[config.mk]
export PLATFORM = sky130hd
export DESIGN_NAME = joystick_velocity_mapper_core
export DESIGN_NICKNAME = d
export VERILOG_FILES = /design/src/jvm_pkg.sv /design/src/jvm_front.sv /design/src/jvm_div.sv /design/src/jvm_back.sv /design/src/joystick_velocity_mapper_core.sv
export SDC_FILE = /design/constraint.sdc
export NUM_CORES = 2
export LEC_CHECK = 0
export BUFFER_PORTS_ARGS = -buffer_cell sky130_fd_sc_hd__clkbuf_2
export CAP_MARGIN = 20
export CORE_MARGIN = 5
export CORE_UTILIZATION = 40
export CTS_BUF_LIST = sky130_fd_sc_hd__clkbuf_4 sky130_fd_sc_hd__clkbuf_8
export DETAILED_ROUTE_END_ITERATION = 10
export PLACE_DENSITY = 0.54
export SLEW_MARGIN = 25
export SYNTH_ARGS = -nofsm -noshare
export SYNTH_HDL_FRONTEND = slang
export SYNTH_HIERARCHICAL = 1
export SYNTH_SLANG_ARGS = --single-unit
[constraint.sdc]
create_clock -name clock -period 6.3 [get_ports clock]
set_input_delay 0.63 -clock clock [delete_from_list [all_inputs] [get_ports clock]]
set_output_delay 0.63 -clock clock [all_outputs]
set_load 0.05 [all_outputs]
[src/jvm_pkg.sv]
package jvm_pkg;

   // Gain applied to the offset from mid, and the width that holds it.
   localparam int GAIN_FAST = 1600;
   localparam int GAIN_SLOW = 800;
   localparam int GAIN_BITS = 11;

   // A half-range below the floor is replaced by the substitute.
   localparam int RANGE_FLOOR = 500;
   localparam int RANGE_SUBST = 1800;

   // Calibration registers are never narrower than the reset values need.
   localparam int CAL_MIN_BITS = 12;

   // Limits of a 16-bit two's complement result, as magnitudes.
   localparam int SAT_POS_MAG = 32767;
   localparam int SAT_NEG_MAG = 32768;

   localparam int CSR_INDEX_BITS = 3;
   localparam int DEADBAND_BITS  = 8;

   typedef enum logic [CSR_INDEX_BITS-1:0] {
      CSR_X_MIN     = 3'd0,
      CSR_X_MAX     = 3'd1,
      CSR_X_MID     = 3'd2,
      CSR_Y_MIN     = 3'd3,
      CSR_Y_MAX     = 3'd4,
      CSR_Y_MID     = 3'd5,
      CSR_DEADBAND  = 3'd6,
      CSR_FAST_MODE = 3'd7
   } csr_index_type;

   // Reset values of the calibration registers.
   localparam int RST_X_MIN     = 23;
   localparam int RST_X_MAX     = 4095;
   localparam int RST_X_MID     = 2050;
   localparam int RST_Y_MIN     = 16;
   localparam int RST_Y_MAX     = 4056;
   localparam int RST_Y_MID     = 1950;
   localparam int RST_DEADBAND  = 120;
   localparam int RST_FAST_MODE = 1;

endpackage

[src/jvm_front.sv]
// Front end of one axis: side selection, distance and half-range in the first
// stage, gain multiplication in the second.
module jvm_front #(
   parameter int SAMPLE_BITS = 12,
   localparam int CW = (SAMPLE_BITS > jvm_pkg::CAL_MIN_BITS) ? SAMPLE_BITS
                                                            : jvm_pkg::CAL_MIN_BITS,
   localparam int NW = CW + jvm_pkg::GAIN_BITS
) (
   input  logic                   clock,
   input  logic                   reset,
   input  logic                   in_valid,
   input  logic [SAMPLE_BITS-1:0] sample,
   input  logic [CW-1:0]          cal_min,
   input  logic [CW-1:0]          cal_mid,
   input  logic [CW-1:0]          cal_max,
   input  logic                   fast_mode,
   output logic                   out_valid,
   output logic                   out_above,
   output logic [NW-1:0]          out_num,
   output logic [CW-1:0]          out_range
);

   logic [CW-1:0] samp_ext;
   logic          above_in;
   logic [CW-1:0] dist_in;
   logic [CW:0]   span;
   logic [CW-1:0] range_in;

   logic          v1_ff, above1_ff;
   logic [CW-1:0] dist1_ff, range1_ff;
   logic          v2_ff, above2_ff;
   logic [NW-1:0] num2_ff;
   logic [CW-1:0] range2_ff;

   logic [jvm_pkg::GAIN_BITS-1:0] gain;
   logic [NW-1:0]                 num_in;

   always_comb begin
      samp_ext = CW'(sample);
      above_in = samp_ext > cal_mid;
      if (above_in) begin
         dist_in = samp_ext - cal_mid;
         span    = {1'b0, cal_max} - {1'b0, cal_mid};
      end else begin
         dist_in = cal_mid - samp_ext;
         span    = {1'b0, cal_mid} - {1'b0, cal_min};
      end
      // A negative span, from inverted calibration, also falls below the floor.
      if ($signed(span) < $signed((CW+1)'(jvm_pkg::RANGE_FLOOR))) begin
         range_in = CW'(jvm_pkg::RANGE_SUBST);
      end else begin
         range_in = span[CW-1:0];
      end
   end

   always_comb begin
      gain   = fast_mode ? jvm_pkg::GAIN_BITS'(jvm_pkg::GAIN_FAST)
                         : jvm_pkg::GAIN_BITS'(jvm_pkg::GAIN_SLOW);
      num_in = NW'(gain) * NW'(dist1_ff);
   end

   always_ff @(posedge clock) begin
      if (reset) begin
         v1_ff <= 1'b0;
         v2_ff <= 1'b0;
      end else begin
         v1_ff <= in_valid;
         v2_ff <= v1_ff;
      end
      above1_ff <= above_in;
      dist1_ff  <= dist_in;
      range1_ff <= range_in;
      above2_ff <= above1_ff;
      num2_ff   <= num_in;
      range2_ff <= range1_ff;
   end

   assign out_valid = v2_ff;
   assign out_above = above2_ff;
   assign out_num   = num2_ff;
   assign out_range = range2_ff;

endmodule

[src/jvm_div.sv]
// Pipelined restoring divider: one quotient bit per stage, one stage per
// numerator bit. A tag travels alongside each word.
module jvm_div #(
   parameter int NW = 23,
   parameter int DW = 12,
   parameter int TW = 1
) (
   input  logic          clock,
   input  logic          reset,
   input  logic          in_valid,
   input  logic [NW-1:0] in_num,
   input  logic [DW-1:0] in_den,
   input  logic [TW-1:0] in_tag,
   output logic          out_valid,
   output logic [NW-1:0] out_quo,
   output logic [TW-1:0] out_tag
);

   logic          vld_ff [NW];
   logic [DW-1:0] rem_ff [NW];
   logic [NW-1:0] nq_ff  [NW];
   logic [DW-1:0] den_ff [NW];
   logic [TW-1:0] tag_ff [NW];

   for (genvar k = 0; k < NW; k++) begin : g_stage
      logic          vld_prev;
      logic [DW-1:0] rem_prev;
      logic [NW-1:0] nq_prev;
      logic [DW-1:0] den_prev;
      logic [TW-1:0] tag_prev;
      logic [DW:0]   trial;
      logic          ge;
      logic [DW-1:0] rem_in;
      logic [NW-1:0] nq_in;

      if (k == 0) begin : g_first
         assign vld_prev = in_valid;
         assign rem_prev = '0;
         assign nq_prev  = in_num;
         assign den_prev = in_den;
         assign tag_prev = in_tag;
      end else begin : g_next
         assign vld_prev = vld_ff[k-1];
         assign rem_prev = rem_ff[k-1];
         assign nq_prev  = nq_ff[k-1];
         assign den_prev = den_ff[k-1];
         assign tag_prev = tag_ff[k-1];
      end

      // The numerator shifts out at the top while quotient bits enter below.
      always_comb begin
         trial = {rem_prev, nq_prev[NW-1]};
         ge    = trial >= {1'b0, den_prev};
         if (ge) begin
            rem_in = DW'(trial - {1'b0, den_prev});
         end else begin
            rem_in = trial[DW-1:0];
         end
         nq_in = {nq_prev[NW-2:0], ge};
      end

      always_ff @(posedge clock) begin
         if (reset) begin
            vld_ff[k] <= 1'b0;
         end else begin
            vld_ff[k] <= vld_prev;
         end
         rem_ff[k] <= rem_in;
         nq_ff[k]  <= nq_in;
         den_ff[k] <= den_prev;
         tag_ff[k] <= tag_prev;
      end
   end

   assign out_valid = vld_ff[NW-1];
   assign out_quo   = nq_ff[NW-1];
   assign out_tag   = tag_ff[NW-1];

endmodule

[src/jvm_back.sv]
// Back end: deadband, offset, sign and saturation for both axes.
module jvm_back #(
   parameter int NW = 23
) (
   input  logic                              clock,
   input  logic                              reset,
   input  logic                              valid_x,
   input  logic                              valid_y,
   input  logic [NW-1:0]                     q_x,
   input  logic [NW-1:0]                     q_y,
   input  logic                              above_x,
   input  logic                              above_y,
   input  logic [jvm_pkg::DEADBAND_BITS-1:0] deadband,
   output logic                              out_valid,
   output logic signed [15:0]                vel_x,
   output logic signed [15:0]                vel_y
);

   localparam int MW = NW + 1;

   function automatic logic signed [15:0] sat_mag(input logic [MW-1:0] mag,
                                                  input logic neg);
      logic signed [15:0] res;
      if (neg) begin
         if (mag > MW'(jvm_pkg::SAT_NEG_MAG)) begin
            res = 16'sh8000;
         end else begin
            res = 16'(16'd0 - mag[15:0]);
         end
      end else begin
         if (mag > MW'(jvm_pkg::SAT_POS_MAG)) begin
            res = 16'sh7FFF;
         end else begin
            res = mag[15:0];
         end
      end
      return res;
   endfunction

   logic [NW-1:0]      dz_ext;
   logic [MW-1:0]      sum_x, diff_y;
   logic signed [15:0] vel_x_in, vel_y_in;
   logic               valid_ff;
   logic signed [15:0] vel_x_ff, vel_y_ff;

   always_comb begin
      dz_ext = NW'(deadband);
      sum_x  = {1'b0, q_x} + MW'(dz_ext);
      diff_y = MW'(q_y - dz_ext);
      if (q_x < dz_ext) begin
         vel_x_in = '0;
      end else begin
         vel_x_in = sat_mag(sum_x, above_x);
      end
      // For the y axis, as for the x axis, a sample above mid gives a negative command.
      if (q_y < dz_ext) begin
         vel_y_in = '0;
      end else begin
         vel_y_in = sat_mag(diff_y, above_y);
      end
   end

   always_ff @(posedge clock) begin
      if (reset) begin
         valid_ff <= 1'b0;
      end else begin
         valid_ff <= valid_x & valid_y;
      end
      vel_x_ff <= vel_x_in;
      vel_y_ff <= vel_y_in;
   end

   assign out_valid = valid_ff;
   assign vel_x     = vel_x_ff;
   assign vel_y     = vel_y_ff;

endmodule

[src/joystick_velocity_mapper_core.sv]
// Channel   Direction  Ports                                      Handshake
// request   in         req_x_sample, req_y_sample                 start & !busy
// response  out        rsp_vel_x, rsp_vel_y                       rsp_valid strobe
// csr       in         csr_index, csr_wdata                       csr_valid & csr_ready
//
// A word is accepted on every cycle in which start is high; busy never rises.
// With CW the larger of SAMPLE_BITS and 12, a response word passes through two
// front stages, CW + 11 divider stages that each resolve one quotient bit, and
// one output stage.
// Reset is synchronous; it clears the pipeline valid bits and restores the
// calibration registers. Nothing stalls, as the receiver always takes the word.
module joystick_velocity_mapper_core #(
   parameter int SAMPLE_BITS = 12
) (
   input  logic                                 clock,
   input  logic                                 reset,
   input  logic                                 start,
   output logic                                 busy,
   input  logic [SAMPLE_BITS-1:0]               req_x_sample,
   input  logic [SAMPLE_BITS-1:0]               req_y_sample,
   output logic                                 rsp_valid,
   output logic signed [15:0]                   rsp_vel_x,
   output logic signed [15:0]                   rsp_vel_y,
   input  logic                                 csr_valid,
   output logic                                 csr_ready,
   input  logic [jvm_pkg::CSR_INDEX_BITS-1:0]   csr_index,
   input  logic [SAMPLE_BITS-1:0]               csr_wdata
);

   // Calibration registers are at least twelve bits wide so that their reset
   // values survive unchanged at narrow sample widths; writes are limited to
   // the sample width.
   localparam int CW = (SAMPLE_BITS > jvm_pkg::CAL_MIN_BITS) ? SAMPLE_BITS
                                                           : jvm_pkg::CAL_MIN_BITS;
   localparam int NW = CW + jvm_pkg::GAIN_BITS;

   logic [CW-1:0] x_min_ff, x_max_ff, x_mid_ff;
   logic [CW-1:0] y_min_ff, y_max_ff, y_mid_ff;
   logic [jvm_pkg::DEADBAND_BITS-1:0] deadband_ff;
   logic fast_mode_ff;

   logic csr_write;
   logic accept;

   logic          fx_valid, fx_above, fy_valid, fy_above;
   logic [NW-1:0] fx_num, fy_num;
   logic [CW-1:0] fx_range, fy_range;

   logic          dx_valid, dy_valid;
   logic [NW-1:0] dx_quo, dy_quo;
   logic          dx_above, dy_above;

   // The pipeline never stalls, so requests and register writes are always
   // taken.
   assign busy      = 1'b0;
   assign csr_ready = 1'b1;
   assign accept    = start & ~busy;
   assign csr_write = csr_valid & csr_ready;

   // The user must make register writes only while the pipeline is empty; the block
   // does not enforce it, and the stages read the registers directly without a copy.
   always_ff @(posedge clock) begin
      if (reset) begin
         x_min_ff     <= CW'(jvm_pkg::RST_X_MIN);
         x_max_ff     <= CW'(jvm_pkg::RST_X_MAX);
         x_mid_ff     <= CW'(jvm_pkg::RST_X_MID);
         y_min_ff     <= CW'(jvm_pkg::RST_Y_MIN);
         y_max_ff     <= CW'(jvm_pkg::RST_Y_MAX);
         y_mid_ff     <= CW'(jvm_pkg::RST_Y_MID);
         deadband_ff  <= jvm_pkg::DEADBAND_BITS'(jvm_pkg::RST_DEADBAND);
         fast_mode_ff <= 1'(jvm_pkg::RST_FAST_MODE);
      end else if (csr_write) begin
         unique case (jvm_pkg::csr_index_type'(csr_index))
            jvm_pkg::CSR_X_MIN:     x_min_ff     <= CW'(csr_wdata);
            jvm_pkg::CSR_X_MAX:     x_max_ff     <= CW'(csr_wdata);
            jvm_pkg::CSR_X_MID:     x_mid_ff     <= CW'(csr_wdata);
            jvm_pkg::CSR_Y_MIN:     y_min_ff     <= CW'(csr_wdata);
            jvm_pkg::CSR_Y_MAX:     y_max_ff     <= CW'(csr_wdata);
            jvm_pkg::CSR_Y_MID:     y_mid_ff     <= CW'(csr_wdata);
            jvm_pkg::CSR_DEADBAND:  deadband_ff  <= csr_wdata[jvm_pkg::DEADBAND_BITS-1:0];
            jvm_pkg::CSR_FAST_MODE: fast_mode_ff <= csr_wdata[0];
            default: ;
         endcase
      end
   end

   // Per axis: distance and half-range are registered first, then the gain product.
   jvm_front #(.SAMPLE_BITS(SAMPLE_BITS)) u_front_x (
      .clock     (clock),
      .reset     (reset),
      .in_valid  (accept),
      .sample    (req_x_sample),
      .cal_min   (x_min_ff),
      .cal_mid   (x_mid_ff),
      .cal_max   (x_max_ff),
      .fast_mode (fast_mode_ff),
      .out_valid (fx_valid),
      .out_above (fx_above),
      .out_num   (fx_num),
      .out_range (fx_range)
   );

   jvm_front #(.SAMPLE_BITS(SAMPLE_BITS)) u_front_y (
      .clock     (clock),
      .reset     (reset),
      .in_valid  (accept),
      .sample    (req_y_sample),
      .cal_min   (y_min_ff),
      .cal_mid   (y_mid_ff),
      .cal_max   (y_max_ff),
      .fast_mode (fast_mode_ff),
      .out_valid (fy_valid),
      .out_above (fy_above),
      .out_num   (fy_num),
      .out_range (fy_range)
   );

   // One divider per axis, NW stages each; the side flag rides as the tag.
   jvm_div #(.NW(NW), .DW(CW), .TW(1)) u_div_x (
      .clock     (clock),
      .reset     (reset),
      .in_valid  (fx_valid),
      .in_num    (fx_num),
      .in_den    (fx_range),
      .in_tag    (fx_above),
      .out_valid (dx_valid),
      .out_quo   (dx_quo),
      .out_tag   (dx_above)
   );

   jvm_div #(.NW(NW), .DW(CW), .TW(1)) u_div_y (
      .clock     (clock),
      .reset     (reset),
      .in_valid  (fy_valid),
      .in_num    (fy_num),
      .in_den    (fy_range),
      .in_tag    (fy_above),
      .out_valid (dy_valid),
      .out_quo   (dy_quo),
      .out_tag   (dy_above)
   );

   // Final cycle: deadband, offset, sign and saturation into the output
   // register that drives the response strobe.
   jvm_back #(.NW(NW)) u_back (
      .clock     (clock),
      .reset     (reset),
      .valid_x   (dx_valid),
      .valid_y   (dy_valid),
      .q_x       (dx_quo),
      .q_y       (dy_quo),
      .above_x   (dx_above),
      .above_y   (dy_above),
      .deadband  (deadband_ff),
      .out_valid (rsp_valid),
      .vel_x     (rsp_vel_x),
      .vel_y     (rsp_vel_y)
   );

endmodule
Word level (Yosys, flattened, before mapping):

Memory sizes are Yosys's and may differ from the RTL's.
Cells that the tools add are included.

* memory bits (writable): 2254
* latch bits: 0
* bits in registers: 238
* memories kept: 10
* word-level logic and storage cells: 320
* output and inout port bits: 35
* bits in read-only memories: 0
* bits of input ports: 43

* shifts and indexed selects: 0
* multiply operators: 2
* equal/unequal tests: 7
* bitwise gates (word level): 47
* $add $sub $neg: 58
* reductions and logical operators: 9
* muxes and demuxes: 106
* divide/modulo/power cells: 0
* order comparisons: 56

Memories
* u_div_x.nq_ff: depth 23, width 23, read ports 23, clocked after memory_dff 0, wr ports 23, RTL line jvm_div.sv:21 `logic [NW-1:0] nq_ff [NW];`
* u_div_y.nq_ff: depth 23, width 23, read ports 23, clocked after memory_dff 0, wr ports 23, RTL line jvm_div.sv:21
* u_div_x.den_ff: depth 23, width 12, read ports 22, clocked after memory_dff 0, wr ports 23, RTL line jvm_div.sv:22 `logic [DW-1:0] den_ff [NW];`
* u_div_x.rem_ff: depth 23, width 12, read ports 22, clocked after memory_dff 0, wr ports 23, RTL line jvm_div.sv:20 `logic [DW-1:0] rem_ff [NW];`
* u_div_y.den_ff: depth 23, width 12, read ports 22, clocked after memory_dff 0, wr ports 23, RTL line jvm_div.sv:22
* u_div_y.rem_ff: depth 23, width 12, read ports 22, clocked after memory_dff 0, wr ports 23, RTL line jvm_div.sv:20
* 4 more memories

Operator list (count)
* 12-bit two-way mux: 48
* 12-bit subtractor: 48
* 13-bit by 12-bit greater-or-equal comparator with 1-bit output: 44
* 16-bit two-way mux: 6
* 12-bit by 12-bit subtractor with 13-bit output: 4
* 1-bit two-way mux: 49
* 24-bit by 15-bit greater-than comparator with 1-bit output, second input constant: 2
* 24-bit by 16-bit greater-than comparator with 1-bit output, second input constant: 2
* 23-bit by 8-bit less-than comparator with 1-bit output: 2
* 11-bit by 12-bit multiplier with 23-bit output: 2
* 1-bit bitwise OR: 46
* 1-bit by 16-bit subtractor with 16-bit output, first input constant: 2
* 13-bit by 10-bit less-than comparator with 1-bit output, second input constant: 2
* 13-bit two-way mux: 2
* 23-bit by 8-bit adder with 24-bit output: 1
* 1-bit by 12-bit greater-or-equal comparator with 1-bit output: 2
* 12-bit greater-than comparator: 2
* 1-bit by 12-bit subtractor with 12-bit output: 2
* 23-bit by 8-bit subtractor with 24-bit output: 1
* 2-bit AND reduction: 8
* 3-bit == test, second input constant: 4
* 11-bit two-way mux: 1
* 3-bit by 2-bit == test with 1-bit output, second input constant: 2
* 3-bit by 1-bit == test with 1-bit output, second input constant: 1
* other kinds (2): 2

Longest topological paths before layout:

An unclocked memory read counts as a cell.

* word-level depth: 5
* depth in mapped cells: 19
* mapped depth without buffers: 18

Hierarchy:

Netlist, hierarchy kept.

Modules (own cells, without submodules)
* jvm_div: area an instance 37553.5 um2, cells each 3235, seq. area each 22081.2 um2, instances 2
* jvm_front (u_front_x): area an instance 5769.3 um2, cells each 645, seq. area each 1161.1 um2, instances 1
* jvm_front (u_front_y): area an instance 5699.2 um2, cells each 630, seq. area each 1161.1 um2, instances 1
* jvm_back: area an instance 3902.5 um2, cells each 503, seq. area each 660.6 um2, instances 1
* joystick_velocity_mapper_core: area an instance 3165.5 um2, cells each 301, seq. area each 1621.6 um2, instances 1

Worst setup path after synthesis:

Ideal clock, no wire load.

* path kind: reg-to-reg
* start: register fast_mode_ff
* end: register u_front_y.num2_ff[20], in the netlist u_front_y/out_num[20]
* path slack: 1.661 ns
* stages on the path, launching flop included: 20
* data required time: 6.228 ns
* clock period less this slack: 4.639 ns
* path buffers: 1
* library setup time: 0.072 ns
* arrival time: 4.567 ns
* path through: dfxtp_1 -> clkbuf_1 -> nand2_1 -> fa_1 -> inv_1 -> fa_1 -> inv_1 -> fa_1 -> inv_1 -> ha_1 -> ha_1 -> ha_1 -> a21o_1 -> a21oi_1 -> o21bai_1 -> a21oi_1 -> o21bai_1 -> a41oi_1 -> nor2b_1 -> xnor2_1

* longest elaborated chain between the ends: 2

Ends and longest elaborated chain
* start: declaration: RTL line joystick_velocity_mapper_core.sv:40 `logic fast_mode_ff;`
* start signal: assignment: RTL line joystick_velocity_mapper_core.sv:71 `fast_mode_ff <= 1'(jvm_pkg::RST_FAST_MODE);`
* start signal: assignment: RTL line joystick_velocity_mapper_core.sv:81 `jvm_pkg::CSR_FAST_MODE: fast_mode_ff <= csr_wdata[0];`
* 11-bit two-way mux: RTL line jvm_front.sv:57 `gain = fast_mode ? jvm_pkg::GAIN_BITS'(jvm_pkg::GAIN_FAST)`
* 11-bit by 12-bit multiplier with 23-bit output: RTL line jvm_front.sv:59 `num_in = NW'(gain) * NW'(dist1_ff);`
* net u_front_y.num_in[20]: RTL line jvm_front.sv:36 `logic [NW-1:0] num_in;`
* end signal: assignment: RTL line jvm_front.sv:74 `num2_ff <= num_in;`
* end: declaration: RTL line jvm_front.sv:32 `logic [NW-1:0] num2_ff;`

The timed path passes the listed nets, and every way through them passes these cells.
A chain may end at the register's enable or synchronous reset.

Worst setup path after layout:

Same ends and word-level chain as after synthesis.

==> key figures <==
Yosys
  – Mapped cell area: 0.0936 mm^2
  – Seq/Total Area, Yosys: 52.1%
  – Most frequent cell after synthesis: dfxtp_1
  – Primary FF master, synth: dfxtp_1
  – Cell taking the most area after synthesis: dfxtp_1
  – Avg Inst Size Synth: 11.0 um^2
  – Share of async-settable or async-resettable flops after synthesis: 0%
  – Synth unique cells: 123
  – Yosys reg bits: 2436
  – Commonest cells in the netlist: 2436 x dfxtp_1, 910 x inv_1, 755 x ha_1, 467 x a21oi_1, 363 x nor2_1
  – Top post-synthesis cells by area: dfxtp_1 52%, ha_1 10%, mux2_2 4.0%, inv_1 3.6%, a21oi_1 2.5%
  – Synth warn: 6
  – Mapped Cells: 8549
  – Post-synth EDFFs: 0
  – Synth top area share: 52.1%

STA
  – Tmin final: 5020 ps
  – Rel. slew slack: 22.0%
  – RSZ-0062 raised after global routing: false
  – Final hold slack: 141 ps
  – Setup violators final: 0
  – Fin Setup TNS: 0 ps
  – PnR worst setup slack: 1280 ps
  – Worst slew pin tran: 1170 ps
  – Final period utilization: 79.6%
  – Fin. Hold Viols: 0
  – Count of pins over their slew limit: 0
  – Worst Skew: 70.8 ps
  – F_max: 199 MHz

Floorplan
  – Core region area: 0.233 mm^2
  – I/O pin count: 78
  – Row count: 177
  – Die span in x: 494 um
  – Die area: 0.244 mm^2
  – Die height: 494 um
  – Initial Utilization: 40.2%

Worst setup path
  – Critical path peak fanout: 23
  – WP depth: 18
  – WP data required: 7240 ps
  – Critical path, cell by cell: buf_4, and2_1, fa_1, fa_1, inv_1, fa_1, inv_1, ha_1, ha_1, ha_1, a21o_1, a21oi_1, o21bai_1, a21oi_1, o21bai_1, a41oi_1, nor2b_1, xnor2_1
  – Worst setup SP type: flip-flop
  – FF-to-FF path depth: 18
  – CP bufs+invs: 3
  – Top delay family on crit path: adder cells
  – Critical path endpoint category: flip-flop
  – Worst Path Arrival: 5960 ps
  – Worst path slowest cell: dfxtp_1
  – Slowest cell delay on critical path: 750 ps
  – Crit path kind: flip-flop to flip-flop

Layout
  – Synth-to-Final Area Change: 13.8%
  – Fraction of final layout cells sized beyond drive strength 1: 14.5%
  – Final net count: 9878
  – Filler instances: 21500
  – Final core occ: 45.8%

Route
  – Remaining DRCs: 0
  – Iter 0 DRT Violations: 2545
  – Final WL: 182000 um
  – Vias per cell: 4.77
  – Antenna-violating nets left: 0
  – Average wire per cell in the routed design: 14.7 um
  – Total number of vias: 59200
  – 1st-pass router iterations: 6

GRT
  – Pin count of the biggest net entering global routing: 56
  – Aggregate global-route resource usage: 14.7%
  – Antenna violations before repair: 9
  – Total grt overflow: 0
  – Number of global-route vias before repair: 61800
  – First-pass GRT wire length: 303000 um

Clock network
  – H-tree depth: 5
  – Num CTS Buffers: 400
  – Clock latency on the worst-skew pair: 1040 ps
  – Max Root-Sink Buffers: 4
  – Hold_buf cts: 17
  – Post_cts resized: 0
  – Clock Tree Root: clkbuf_8
  – CTS tree: done
  – Clock transition at the registers of the reported paths: 60 ps
  – Clock tree sinks: 2436
  – Postcts setup bufs: 0

Placed design
  – Hpwl dp: 136000 um
  – Gpl congestion: 0.859
  – I/O Buffers: 75
  – Pre-CTS WS: 1200 ps

Power
  – Clk pwr share: 24.6%
  – Peak supply drop: 0.263 mV
  – Reg power frac: 36.7%
  – Leak: 49.6 nW
  – Switch share: 33.8%
  – Pwr Total: 58.5 mW
  – Switch Pwr: 19.7 mW
  – Cell Int Power: 38.7 mW
  – Combinational Power Share: 38.7%
  – Power Dens Cells: 549 mW/mm^2

Outcome
  – Outcome: complete, no violations

Hold path
  – Hold path depth: 3
  – HP Class: input pin to flip-flop

Flow run
  – Max-Cap Viols: 0
flip-flops by register name, indices dropped and copies added (netlist names), 16 cells and up:
name               flops
u_front_x/out_num     18
u_back/vel_y          16
u_div_x/rem_ff       264
u_front_y/out_num     18
u_back/vel_x          16
u_div_y/rem_ff       264
u_div_y/tag_ff        23
u_div_x/tag_ff        23
u_div_x/vld_ff        23
u_div_x/nq_ff        529
u_div_x/den_ff       264
u_div_y/den_ff       264
u_div_y/nq_ff        529
u_div_y/vld_ff        23
cells in the final DEF, fill, tap and decap left out, types with 34 or more instances in the layout:
| cell type | Yosys | routed |
|---|---|---|
| ha_1 | 755 | 755 |
| inv_1 | 910 | 910 |
| and2_1 | 58 | 58 |
| a211oi_1 | 38 | 38 |
| dfxtp_1 | 2436 | 2436 |
| and3_1 | 67 | 67 |
| clkbuf_2 | 1 | 74 |
| nand2_1 | 250 | 250 |
| conb_1 | 6 | 34 |
| o31a_1 | 47 | 47 |
| nor2_1 | 363 | 361 |
| buf_4 | 41 | 39 |
| nand3_1 | 203 | 203 |
| o311ai_0 | 38 | 38 |
| nor2b_1 | 181 | 181 |
| mux2_2 | 334 | 334 |
| a21o_1 | 226 | 226 |
| clkinv_2 | 0 | 51 |
| xor2_1 | 213 | 213 |
| fa_1 | 110 | 110 |
| xnor2_1 | 234 | 234 |
| clkbuf_4 | 0 | 107 |
| a31oi_1 | 47 | 47 |
| nor4_1 | 59 | 59 |
| or2_2 | 63 | 63 |
| a21oi_1 | 467 | 467 |
| mux2i_1 | 174 | 174 |
| nand2b_1 | 166 | 166 |
| o41a_1 | 37 | 37 |
| o21ai_0 | 265 | 265 |
| o21a_1 | 94 | 94 |
| clkbuf_8 | 0 | 509 |
| nor3_1 | 85 | 85 |
path summary, 6_finish.rpt:
check	start	to	slack, ps
worst max-delay path	fast_mode_ff	u_front_y/out_num[20]	1280
worst min-delay path	req_x_sample[1]	u_front_x/dist1_ff[1]	140
worst max register to register	fast_mode_ff	u_front_y/out_num[20]	1280
worst min register to register	u_div_x/tag_ff[2][0]	u_div_x/tag_ff[2][1]	280
layout make-up:
type	instances	area, um^2	area share (%)
flip-flops and latches	2436	48800	45.8
multi-input cells	5089	41000	38.4
clock buffers	616	7810	7.33
well taps	3132	3920	3.68
inverters	913	3430	3.22
repair buffers	130	833	0.782
clock inverters	80	823	0.772
diodes	9	22.5	0.0211
worst register-to-register path: stages (launching register included):
cell      delay (ps)
dfxtp_1          750
buf_4            340
and2_1           190
fa_1             450
fa_1             540
inv_1             50
fa_1             530
inv_1             40
ha_1             290
ha_1             200
ha_1             190
a21o_1           150
a21oi_1          220
o21bai_1          90
a21oi_1          230
o21bai_1         120
a41oi_1          280
nor2b_1          200
xnor2_1          130
power groups by stage:
stage | clock, mW | sequential [mW] | combinational [mW]
2_1_floorplan | 0 | 21.4 | 17.9
3_5_place_dp | 0 | 21.9 | 22.4
3_3_place_gp | 0 | 21.8 | 22.0
5_1_grt | 15.7 | 22.0 | 25.4
6_report | 14.4 | 21.5 | 22.6
4_1_cts | 15.0 | 21.6 | 22.7
metal layers:
metal	vias up	part of all wire (%)	track usage, %
li1	30200	-	-
met1	27500	45	18.0
met2	1015	48	25.7
met3	472	3.7	2.65
met4	0	3.2	5.85
met5	-	0	0
metrics by stage:
step           instance area (um^2)  cells
2_1_floorplan                 93700   8577
3_3_place_gp                  97700  11700
3_5_place_dp                  97800  11700
4_1_cts                      107000  12400
5_1_grt                      107000  12400
6_report                     107000  12400
cells by family after synthesis:
| group | after synthesis | synth area share, % |
|---|---|---|
| AOI/OAI and AO/OA | 1582 | 11.5 |
| xor gates and xnor gates | 447 | 4.18 |
| adders and majority gates | 865 | 12.4 |
| buffers and inverters | 1052 | 4.47 |
| DFF | 2436 | 52.1 |
| muxes | 525 | 6.14 |
| other | 6 | 0.0240 |
| and+or+nand+nor | 1636 | 9.20 |
Power figures use the tool's default switching activity.
